$ cat config.mk
export PLATFORM = sky130hd
export DESIGN_NAME = pswf_csr
export DESIGN_NICKNAME = d
export VERILOG_FILES = /design/src/rtl/pswf_pkg.sv /design/src/rtl/pswf_csr.sv
export SDC_FILE = /design/constraint.sdc
export NUM_CORES = 1
export LEC_CHECK = 0
export ABC_AREA = 1
export BUFFER_PORTS_ARGS = -buffer_cell sky130_fd_sc_hd__buf_2
export CORE_ASPECT_RATIO = 1.1
export CORE_UTILIZATION = 51
export CTS_CLUSTER_SIZE = 8
export DETAILED_ROUTE_END_ITERATION = 10
export PLACE_DENSITY = 0.79
export SYNTH_ARGS = -nofsm -noshare
export SYNTH_HDL_FRONTEND = slang
export SYNTH_SLANG_ARGS = --single-unit
$ cat constraint.sdc
create_clock -name clock -period 1.1 [get_ports clock]
set_input_delay 0.055 -clock clock [delete_from_list [all_inputs] [get_ports clock]]
set_output_delay 0.055 -clock clock [all_outputs]
set_load 0.03 [all_outputs]
$ cat src/rtl/pswf_pkg.sv
// ----------------------------------------------------------------------------
// pswf_pkg
// Shared types, constants and fixed-point helpers for the PID controller with
// setpoint weighting, filtered derivative and anti-windup.
// ----------------------------------------------------------------------------
package pswf_pkg;

   localparam int SIGNAL_WIDTH    = 32;
   localparam int COEF_FRAC_BITS  = 24;
   localparam int PORT_WIDTH      = 32;
   localparam int COEF_WIDTH      = 31;
   localparam int DECAY_WIDTH     = 25;
   localparam int CSR_INDEX_WIDTH = 3;

   // room for the sum of three signals and for port-width values
   localparam int WIDE_WIDTH =
      ((SIGNAL_WIDTH > PORT_WIDTH) ? SIGNAL_WIDTH : PORT_WIDTH) + 2;
   // exact product of a difference and an unsigned coefficient
   localparam int PROD_WIDTH = SIGNAL_WIDTH + COEF_WIDTH + 1;

   typedef logic signed [SIGNAL_WIDTH-1:0] sig_type;
   typedef logic signed [SIGNAL_WIDTH:0]   diff_type;
   typedef logic signed [WIDE_WIDTH-1:0]   wide_type;
   typedef logic signed [PROD_WIDTH-1:0]   prod_type;
   typedef logic signed [PORT_WIDTH-1:0]   port_type;
   typedef logic [COEF_WIDTH-1:0]          coef_type;
   typedef logic [DECAY_WIDTH-1:0]         decay_type;

   typedef enum logic [CSR_INDEX_WIDTH-1:0] {
      CSR_PROP_GAIN     = 3'd0,
      CSR_WEIGHTED_GAIN = 3'd1,
      CSR_INTEGRAL_GAIN = 3'd2,
      CSR_DERIV_DECAY   = 3'd3,
      CSR_DERIV_GAIN    = 3'd4,
      CSR_OUT_MAX       = 3'd5,
      CSR_OUT_MIN       = 3'd6,
      CSR_LIMIT_ENABLE  = 3'd7
   } csr_index_type;

   typedef enum logic [1:0] {
      LIMIT_NONE = 2'd0,
      LIMIT_HIGH = 2'd1,
      LIMIT_LOW  = 2'd2
   } limit_type;

   typedef struct packed {
      coef_type  prop_gain;
      coef_type  weighted_gain;
      coef_type  integral_gain;
      decay_type deriv_decay;
      coef_type  deriv_gain;
      port_type  out_max;
      port_type  out_min;
      logic      limit_enable;
   } cfg_type;

   typedef struct packed {
      sig_type prev_meas;
      sig_type integral;
      sig_type deriv;
   } state_type;

   typedef struct packed {
      port_type  control;
      limit_type limit;
      state_type next_state;
   } result_type;

   localparam wide_type SIG_MAX_W = (wide_type'(1) <<< (SIGNAL_WIDTH - 1)) - wide_type'(1);
   localparam wide_type SIG_MIN_W = -SIG_MAX_W - wide_type'(1);
   localparam prod_type SIG_MAX_P = (prod_type'(1) <<< (SIGNAL_WIDTH - 1)) - prod_type'(1);
   localparam prod_type SIG_MIN_P = -SIG_MAX_P - prod_type'(1);

   function automatic sig_type sat_wide(input wide_type v);
      wide_type r;
      if (v > SIG_MAX_W) begin
         r = SIG_MAX_W;
      end else if (v < SIG_MIN_W) begin
         r = SIG_MIN_W;
      end else begin
         r = v;
      end
      return sig_type'(r[SIGNAL_WIDTH-1:0]);
   endfunction

   function automatic sig_type sat_port(input port_type v);
      wide_type w;
      w = wide_type'(v);
      return sat_wide(w);
   endfunction

   // floor(a * c / 2^COEF_FRAC_BITS), saturated to the signal range
   function automatic sig_type cmul(input diff_type a, input coef_type c);
      prod_type ext_a;
      prod_type ext_c;
      prod_type prod;
      prod_type shifted;
      prod_type r;
      ext_a   = prod_type'(a);
      ext_c   = prod_type'({1'b0, c});
      prod    = ext_a * ext_c;
      shifted = prod >>> COEF_FRAC_BITS;
      if (shifted > SIG_MAX_P) begin
         r = SIG_MAX_P;
      end else if (shifted < SIG_MIN_P) begin
         r = SIG_MIN_P;
      end else begin
         r = shifted;
      end
      return sig_type'(r[SIGNAL_WIDTH-1:0]);
   endfunction

endpackage

$ cat src/rtl/pswf_csr.sv
// ----------------------------------------------------------------------------
// pswf_csr
// Configuration registers: gains, derivative decay, output limits, limit
// enable. Written through a plain write port, no read-back.
// ----------------------------------------------------------------------------
module pswf_csr (
   input  logic                                  clock,
   input  logic                                  reset,
   input  logic                                  csr_write_enable,
   input  logic [pswf_pkg::CSR_INDEX_WIDTH-1:0]  csr_index,
   input  logic [pswf_pkg::PORT_WIDTH-1:0]       csr_wdata,
   output pswf_pkg::cfg_type                     cfg
);

   pswf_pkg::cfg_type cfg_ff;
   pswf_pkg::cfg_type cfg_in;

   always_comb begin
      cfg_in = cfg_ff;
      if (csr_write_enable) begin
         unique case (pswf_pkg::csr_index_type'(csr_index))
            pswf_pkg::CSR_PROP_GAIN: begin
               cfg_in.prop_gain = csr_wdata[pswf_pkg::COEF_WIDTH-1:0];
            end
            pswf_pkg::CSR_WEIGHTED_GAIN: begin
               cfg_in.weighted_gain = csr_wdata[pswf_pkg::COEF_WIDTH-1:0];
            end
            pswf_pkg::CSR_INTEGRAL_GAIN: begin
               cfg_in.integral_gain = csr_wdata[pswf_pkg::COEF_WIDTH-1:0];
            end
            pswf_pkg::CSR_DERIV_DECAY: begin
               cfg_in.deriv_decay = csr_wdata[pswf_pkg::DECAY_WIDTH-1:0];
            end
            pswf_pkg::CSR_DERIV_GAIN: begin
               cfg_in.deriv_gain = csr_wdata[pswf_pkg::COEF_WIDTH-1:0];
            end
            pswf_pkg::CSR_OUT_MAX: begin
               cfg_in.out_max = $signed(csr_wdata);
            end
            pswf_pkg::CSR_OUT_MIN: begin
               cfg_in.out_min = $signed(csr_wdata);
            end
            pswf_pkg::CSR_LIMIT_ENABLE: begin
               cfg_in.limit_enable = csr_wdata[0];
            end
            default: begin
               cfg_in = cfg_ff;
            end
         endcase
      end
   end

   always_ff @(posedge clock) begin
      if (reset) begin
         cfg_ff.prop_gain     <= pswf_pkg::coef_type'(1) << pswf_pkg::COEF_FRAC_BITS;
         cfg_ff.weighted_gain <= pswf_pkg::coef_type'(1) << pswf_pkg::COEF_FRAC_BITS;
         cfg_ff.integral_gain <= '0;
         cfg_ff.deriv_decay   <= '0;
         cfg_ff.deriv_gain    <= '0;
         cfg_ff.out_max       <= {1'b0, {(pswf_pkg::PORT_WIDTH-1){1'b1}}};
         cfg_ff.out_min       <= {1'b1, {(pswf_pkg::PORT_WIDTH-1){1'b0}}};
         cfg_ff.limit_enable  <= 1'b0;
      end else begin
         cfg_ff <= cfg_in;
      end
   end

   assign cfg = cfg_ff;

endmodule

# ---- Yosys cells after proc, flatten, opt, wreduce, memory -nomap -nowiden
# Index checks and enable logic that the tools add are counted.
dict set report totals {
  ff_bits 214
  input_bits 38
  out_inout_bits 214
  word_cells 24
}
dict set report op_classes {
  n_eq_ne 7
  n_reduce_logical 9
}
# cell count
set ops {}
lappend ops {{$reduce_and A2 Y1} 8}
lappend ops {{$eq A3 B3 Y1 const B} 4}
lappend ops {{$eq A3 B2 Y1 const B} 2}
lappend ops {{$eq A3 B1 Y1 const B} 1}
lappend ops {{$logic_not A3 Y1} 1}

# ---- Longest topological paths before layout
# Gate-level depths: netlist (run 1).
dict set report logic_depth {
  ltp_word 2
  depth_mapped 7
  ltp_nobuf 5
}

# ---- Worst setup path after synthesis (run 1)
# Ideal clock, no wire load.
dict set report synth_path {
  path_type {input to register}
  start {input port csr_write_enable}
  end {register cfg_ff, in the netlist cfg[172]}
  setup_ps 113
  t_arrival_ps 871
  path_slack_ps 116
  cell_stages 7
  n_path_buf 2
  cell_sequence {inv_1 nor2_2 buf_2 buf_2 nand3_1 nand2_1 nor2_1}
}
dict set report synth_via {
  elab_chain_len 1
}
# item line_no
set synth_lines {}
lappend synth_lines {{start: declaration} pswf_csr.sv:9} ;# input logic csr_write_enable,
lappend synth_lines {{$reduce_and A2 Y1 (no source line)} --}
lappend synth_lines {{end signal: assignment} pswf_csr.sv:64} ;# cfg_ff <= cfg_in;
lappend synth_lines {{end: declaration} pswf_csr.sv:15} ;# pswf_pkg::cfg_type cfg_ff;
# No other way between the ends.
# A chain may end at the register's enable or synchronous reset.

# ---- Worst setup path after layout (run 1)
dict set report layout_path {
  start {register cfg_ff, in the netlist cfg[55]}
  end {output port cfg[55] in the netlist's numbering}
}
# item line_no
set layout_lines {}
lappend layout_lines {{end: declaration} pswf_csr.sv:12} ;# output pswf_pkg::cfg_type cfg
# No word-level cell between the ends.

==> results.tsv, run 1 <==
stage	metric	value	unit
status	status	complete, but fails checks	
status	violations	negative setup slack	
die	die_h	135	um
global_routing	grt_antenna_before_repair	0	
logic_synthesis	ys_seq_area_share	52.2	%
timing	skew	0	ps
die	initial_core_util	52.1	%
timing	relSlewSlack	36.4	%
setup_path	cp.arrival	1050	ps
power_and_ir_drop	p_sw	0.00507	W
timing	slew_viol_final	0	
place	pre_cts_slack	-243	ps
drt	viasPerCell	5.48	
setup_path	path_max_fanout	2	
logic_synthesis	yosysWarningCount	0	
layout	num_antenna_cells	0	
place	gp_congestion	0.849	
setup_path	worstSetupPathType	flop to output port	
global_routing	overflow	0	
timing	setup_viol	5	
hold_path	hp-class	primary input to flop	
timing	worstMarginPinSlew	953	ps
logic_synthesis	avgSynthCellArea	6.97	um^2
timing	finalCritPeriodShare	101	%
clock_network	clk_pin_slew	50	ps
layout	drive_gt1_share	32.0	%
clock_network	cts_made_buffers	30	
setup_path	crit_required	1040	ps
setup_path	crit_path_end_kind	output port	
timing	final.setup.tns	-17.3	ps
drt	ant_nets	0	
clock_network	clock_sinks	214	
setup_path	cp_top_family	flip-flops	
setup_path	crit_buf_inv	1	
drt	post_drt_wl_per_cell	18.0	um
clock_network	clock_latency	540	ps
layout	multi_input_area	3480	um^2
drt	wirelength	29600	um
logic_synthesis	synth_seq_cells	214	
global_routing	use_met2	54.1	%
setup_path	slowest_delay	370	ps
drt	first_iter_violations	861	
global_routing	grt_max_degree	59	
logic_synthesis	yosysUniqueCellTypes	12	
place	hpwl	16700	um
die	std_cell_rows	48	
layout	largest_reg_flops	214	
power_and_ir_drop	clkPwrFrac	42.3	%
timing	fmax	902	MHz
place	io_buffers	251	
power_and_ir_drop	p_seq_share	43.3	%
clock_network	htree_levels	1	
timing	fin_crit	1110	ps
global_routing	track_usage	32.3	%
power_and_ir_drop	vdd_ir_drop_max	0.00118	V
global_routing	grt_pass1_wl	41900	um
logic_synthesis	synth_nets	1215	
timing	timing.hold.ws	31.4	ps
layout	post-route-util	79.1	%
clock_network	cts_root_buf	clkbuf_16	
global_routing	grt_pass1_vias	8133	
setup_path	crit_path_start_kind	flop	
drt	vias	9032	
logic_synthesis	synthesis.area	8210	um^2
die	coreArea	15700	um^2
clock_network	cts_buffer_depth	3	
power_and_ir_drop	p_int	0.0141	W
setup_path	crit_chain	buf_6	
run	maxCapViolations	0	
timing	final_hold_viol_count	0	
drt	drc	0	
clock_network	tritoncts	done	
timing	rsz0062_at_grt	true	
layout	fin_nets	1485	
die	fp.dieW	123	um
layout	register_area	4440	um^2
power_and_ir_drop	power.share.switching	26.5	%
power_and_ir_drop	p_comb_share	14.4	%
timing	fin_ws	-8.91	ps
logic_synthesis	netlist_instances	1177	
layout	area_growth	51.7	%
layout	fillers	970	
setup_path	cpMaxStageDelayCell	dfxtp_1	
drt	dr.pass1.iters	6	
power_and_ir_drop	p_per_area	1540	nW/um^2
power_and_ir_drop	p_leak	5.72	nW
die	die_area	16600	um^2
global_routing	use_met1	38.3	%
die	ios	252	
global_routing	top_usage_layer	met2	
global_routing	grtUsageMet3	8.15	%
## layout by cell type, fill, tap and decap left out
cell type      count
buf_12            20
dfxtp_2          128
dfxtp_1           86
nor2_4             5
nand3_1          213
nor2_1           361
buf_2             37
dlygate4sd3_1     32
o21ai_0            1
buf_4             45
nor2_2             6
nand2_1          257
clkbuf_16         31
clkbuf_8           1
clkinv_1           1
inv_2              4
inv_6              1
inv_1             33
buf_6            185
## layout make-up
type / count / share of cell area (%)
inverters: 39 / 1.22
clock buffers: 32 / 6.34
multi-input cells: 843 / 28.0
flip-flops and latches: 214 / 35.7
well taps: 200 / 2.01
repair buffers: 319 / 26.7
## repair_timing
item	in CTS	in global routing
endpoints found under the setup margin	213	160
endpoints found under the hold margin	69	0
hold buffers	32	0
gates resized for setup	286	242
setup buffers	0	1
## per-layer routing
layer | vias up | wire length (um) | share of wire, %
met2 | 547 | 14500 | 49
met5 | - | 0 | 0
met3 | 125 | 3010 | 10
met4 | 0 | 1370 | 4.6
li1 | 4191 | - | -
met1 | 4169 | 10700 | 36
## Yosys cell counts
master	instances	area share [%]
o21ai_0	1	0.061
nor2_2	3	0.23
nand2_1	257	12
inv_1	33	1.5
inv_2	5	0.23
dfxtp_1	214	52
buf_1	7	0.32
clkbuf_1	49	2.2
clkinv_1	1	0.046
nor2_1	369	17
nand3_1	213	13
buf_2	25	1.5
## worst register-to-register path: cells and delay by family, from the launching register on
family | cells | cell delay, ps
buffers and inverters | 1 | 130
flip-flops | 1 | 330
AND/OR/NAND/NOR | 2 | 140
## metrics by stage
step | instances | cell area [um^2] | total power, W
floorplan | 1177 | 8210 | 0.00979
global placement | 1582 | 9940 | 0.0106
detailed placement | 1582 | 9940 | 0.0106
CTS | 1646 | 11800 | 0.0189
global route | 1647 | 12400 | 0.0197
finish | 1647 | 12400 | 0.0191
## power groups by stage
stage,Sequential (W),Combinational [W],Clock (W)
floorplan,0.00886,0.000923,0
global placement,0.00833,0.00224,0
detailed placement,0.00833,0.00227,0
CTS,0.00822,0.00255,0.00809
global route,0.00830,0.00292,0.00846
finish,0.00829,0.00275,0.00809
## path summary, 6_finish.rpt
check,from,endpoint,slack [ps],depth (start not counted)
worst max-delay path,cfg[55],cfg[55],-9,1
worst min-delay path,reset,cfg[207],30,4
worst max register to register,cfg[151],cfg[151],390,3
worst min register to register,cfg[44],cfg[44],460,2
## kinds of logic (layout without fill, tap and decap cells)
logic type,Yosys count,after routing,synth area share [%]
simple gates,842,842,41.9
flops,214,214,52.2
buf+inv,120,390,5.87
compound gates,1,1,0.0609
(Power assumes the default switching activity.)
==> run 2: changes to the inputs <==
--- a/config.mk
+++ b/config.mk
@@ -5,13 +5,13 @@
 export SDC_FILE = /design/constraint.sdc
 export NUM_CORES = 1
 export LEC_CHECK = 0
-export ABC_AREA = 1
 export BUFFER_PORTS_ARGS = -buffer_cell sky130_fd_sc_hd__buf_2
 export CORE_ASPECT_RATIO = 1.1
-export CORE_UTILIZATION = 51
+export CORE_UTILIZATION = 53
+export CTS_BUF_LIST = sky130_fd_sc_hd__clkbuf_4
 export CTS_CLUSTER_SIZE = 8
 export DETAILED_ROUTE_END_ITERATION = 10
-export PLACE_DENSITY = 0.79
+export PLACE_DENSITY = 0.82
 export SYNTH_ARGS = -nofsm -noshare
 export SYNTH_HDL_FRONTEND = slang
 export SYNTH_SLANG_ARGS = --single-unit
==> results.tsv, run 2 <==
stage	metric	value	unit	change
status	status	complete, but fails checks		unchanged
status	violations	negative hold slack, negative setup slack		was negative setup slack
setup_path	path_max_fanout	11		was 2
timing	timing.hold.ws	-46.9	ps	was 31.4 ps
drt	viasPerCell	5.84		was 5.48
layout	num_antenna_cells	0		unchanged
logic_synthesis	synth_seq_cells	214		unchanged
logic_synthesis	synth_common_cells	dfxtp_1, mux2i_1, nand2b_1		was nor2_1, nand2_1, dfxtp_1
clock_network	cts_made_buffers	52		was 30
clock_network	cts_buffer_depth	3		unchanged
layout	mostFrequentLayoutCell	buf_6		was nor2_1
drt	first_iter_violations	662		was 861
timing	fin_ws	-192	ps	was -8.91 ps
clock_network	clock_latency	670	ps	was 540 ps
die	ios	252		unchanged
die	die_area	16400	um^2	was 16600 um^2
place	gp_congestion	0.788		was 0.849
setup_path	cpMaxStageDelayCell	dlygate4sd3_1		was dfxtp_1
global_routing	grt_antenna_before_repair	1		was 0
logic_synthesis	synth_area_leaders	dfxtp_1, mux2i_1, nand2b_1		was dfxtp_1, nor2_1, nand3_1
logic_synthesis	yosysWarningCount	0		unchanged
power_and_ir_drop	p_leak	7.05	nW	was 5.72 nW
layout	largest_reg_flops	214		unchanged
timing	relSlewSlack	60.6	%	was 36.4%
power_and_ir_drop	p_per_area	1220	nW/um^2	was 1540 nW/um^2
setup_path	slowest_delay	670	ps	was 370 ps
place	pre_cts_slack	-76.1	ps	was -243 ps
setup_path	reg2regPathDepth	4		was 3
timing	final_hold_viol_count	1		was 0
hold_path	hp-class	primary input to flop		unchanged
logic_synthesis	synth_edf_count	0		unchanged
die	std_cell_rows	47		was 48
timing	finalCritPeriodShare	117	%	was 101%
logic_synthesis	yosys.area.top_type_share	50.9	%	was 52.2%
timing	worstMarginPinSlew	589	ps	was 953 ps
layout	drive_gt1_share	57.1	%	was 32.0%
logic_synthesis	synth-async-reset-ratio	0	%	unchanged
place	hpwl	15000	um	was 16700 um
clock_network	tritoncts	done		unchanged
layout	area_growth	70.5	%	was 51.7%
die	coreArea	15300	um^2	was 15700 um^2
logic_synthesis	ys_seq_area_share	50.9	%	was 52.2%
setup_path	crit_chain	buf_6 > buf_12 > dlygate4sd3_1 > buf_4 > nand2b_1 > mux2i_1		was buf_6
timing	fmax	774	MHz	was 902 MHz
logic_synthesis	avgSynthCellArea	10.8	um^2	was 6.97 um^2
hold_path	min_path_cells	4		unchanged
drt	wirelength	39700	um	was 29600 um
drt	ant_nets	0		unchanged
place	placed_area	10200	um^2	was 9940 um^2
global_routing	overflow	0		unchanged
run	maxCapViolations	0		unchanged
logic_synthesis	synth_top_cell_by_area	dfxtp_1		unchanged
global_routing	grt_max_degree	34		was 59
setup_path	crit_path_start_kind	primary input		was flop
clock_network	clk_pin_slew	80	ps	was 50 ps
place	io_buffers	251		unchanged
logic_synthesis	netlist_instances	777		was 1177
logic_synthesis	synth_ff_type	dfxtp_1		unchanged
clock_network	clock_sinks	214		unchanged
layout	fin_nets	1313		was 1485
layout	stdcell_area	14400	um^2	was 12400 um^2
clock_network	htree_levels	2		was 1
setup_path	crit_required	1630	ps	was 1040 ps
timing	slew_viol_final	0		unchanged
timing	fin_crit	1290	ps	was 1110 ps
layout	mostFrequentLayoutCells	buf_6, dfxtp_2, nand2b_1		was nor2_1, nand2_1, nand3_1
logic_synthesis	yosysUniqueCellTypes	16		was 12
timing	setup_viol	224		was 5
timing	rsz0062_at_grt	true		unchanged
clock_network	cts_root_buf	clkbuf_4		was clkbuf_16
die	die_h	134	um	was 135 um
logic_synthesis	synthesis.area	8420	um^2	was 8210 um^2
setup_path	worstSetupPathType	primary input to flop		was flop to output port
die	fp.dieW	122	um	was 123 um
power_and_ir_drop	vdd_ir_drop_max	0.00109	V	was 0.00118 V
drt	dr.pass1.iters	5		was 6
drt	vias	8798		was 9032
global_routing	grt_pass1_wl	45700	um	was 41900 um
setup_path	cp.arrival	1820	ps	was 1050 ps
die	initial_core_util	55.1	%	was 52.1%
drt	post_drt_wl_per_cell	26.4	um	was 18.0 um
drt	drc	0		unchanged
setup_path	crit_path_end_kind	flop		was output port
logic_synthesis	synth_nets	815		was 1215
global_routing	grt_pass1_vias	8516		was 8133
global_routing	track_usage	36.8	%	was 32.3%
timing	skew	0	ps	unchanged
[run 2: changes by cell type in the layout (fill, tap and decap cells not counted), moves of 30 or more]
| cell | delta |
|---|---|
| buf_6 | +33 |
| buf_4 | +123 |
| dfxtp_1 | -86 |
| clkbuf_4 | +79 |
| mux2i_1 | +206 |
| nand2_1 | -257 |
| inv_1 | -33 |
| nand3_1 | -213 |
| dlygate4sd3_1 | +30 |
| dfxtp_2 | +86 |
| nor2_1 | -295 |
| nand2b_1 | +212 |
[run 2: path summary, 6_finish.rpt]
kind / start / to / slack (ps)
min: reset / cfg[197] / -50
max reg2reg: cfg[85] / cfg[85] / -100
max: reset / cfg[85] / -190
min reg2reg: cfg[4] / cfg[4] / 490
[run 2: worst max-delay path, delay by kind of cell]
kind / cells / cell delay [ps]
AND/OR/NAND/NOR: 1 / 170
buffers and inverters: 4 / 1180
multiplexers: 1 / 410
[run 2: layer usage]
layer  GRT usage, %  vias to the layer above  routed length (um)  part of all wire, %
met4           23.2                        2                3140                  7.9
li1               -                     3569                   -                    -
met2           67.2                      720               19500                   49
met5              0                        -                   9                0.023
met1           36.6                     4236               13300                   34
met3           9.40                      271                3710                  9.3
[run 2: final cells by class]
| type | count | area (um^2) |
|---|---|---|
| repair buffers | 504 | 4960 |
| clock buffers | 79 | 593 |
| flip-flops and latches | 214 | 4550 |
| well taps | 196 | 245 |
| fillers | 457 | 936 |
| multi-input cells | 503 | 3960 |
| clock inverters | 11 | 41.3 |
[run 2: where the power goes]
| group | internal, W | switching, W | leakage (nW) |
|---|---|---|---|
| logic | 0.00113 | 0.00125 | 4.86 |
| registers | 0.00795 | 0.000157 | 1.81 |
| clock network | 0.00325 | 0.00371 | 0.386 |
[run 2: kinds of logic (layout without fill, tap and decap cells)]
kind of cell,Yosys count,count (layout),share of synthesized area [%]
simple gates,289,289,20.2
flops,214,214,50.9
buf+inv,60,594,3.49
mux,214,214,25.4
[run 2: repair_timing]
item,CTS,global route
buffers inserted,48,88
hold endpoints to repair,214,10
cloned,0,5
endpoints found under the setup margin,214,342
hold buffers,60,5
resized for setup,642,26
pin swaps,0,3
[run 2: through the flow]
step / utilization (%) / setup TNS, ps / power [W] / std cells
floorplan: - / -1010 / 0.00918 / 777
global placement: 66.8 / -2320 / 0.00972 / 1213
detailed placement: 66.8 / -5280 / 0.00974 / 1213
CTS: 87.7 / -20180 / 0.0165 / 1411
global route: 93.9 / -26760 / 0.0178 / 1507
finish: 93.9 / -25020 / 0.0175 / 1507
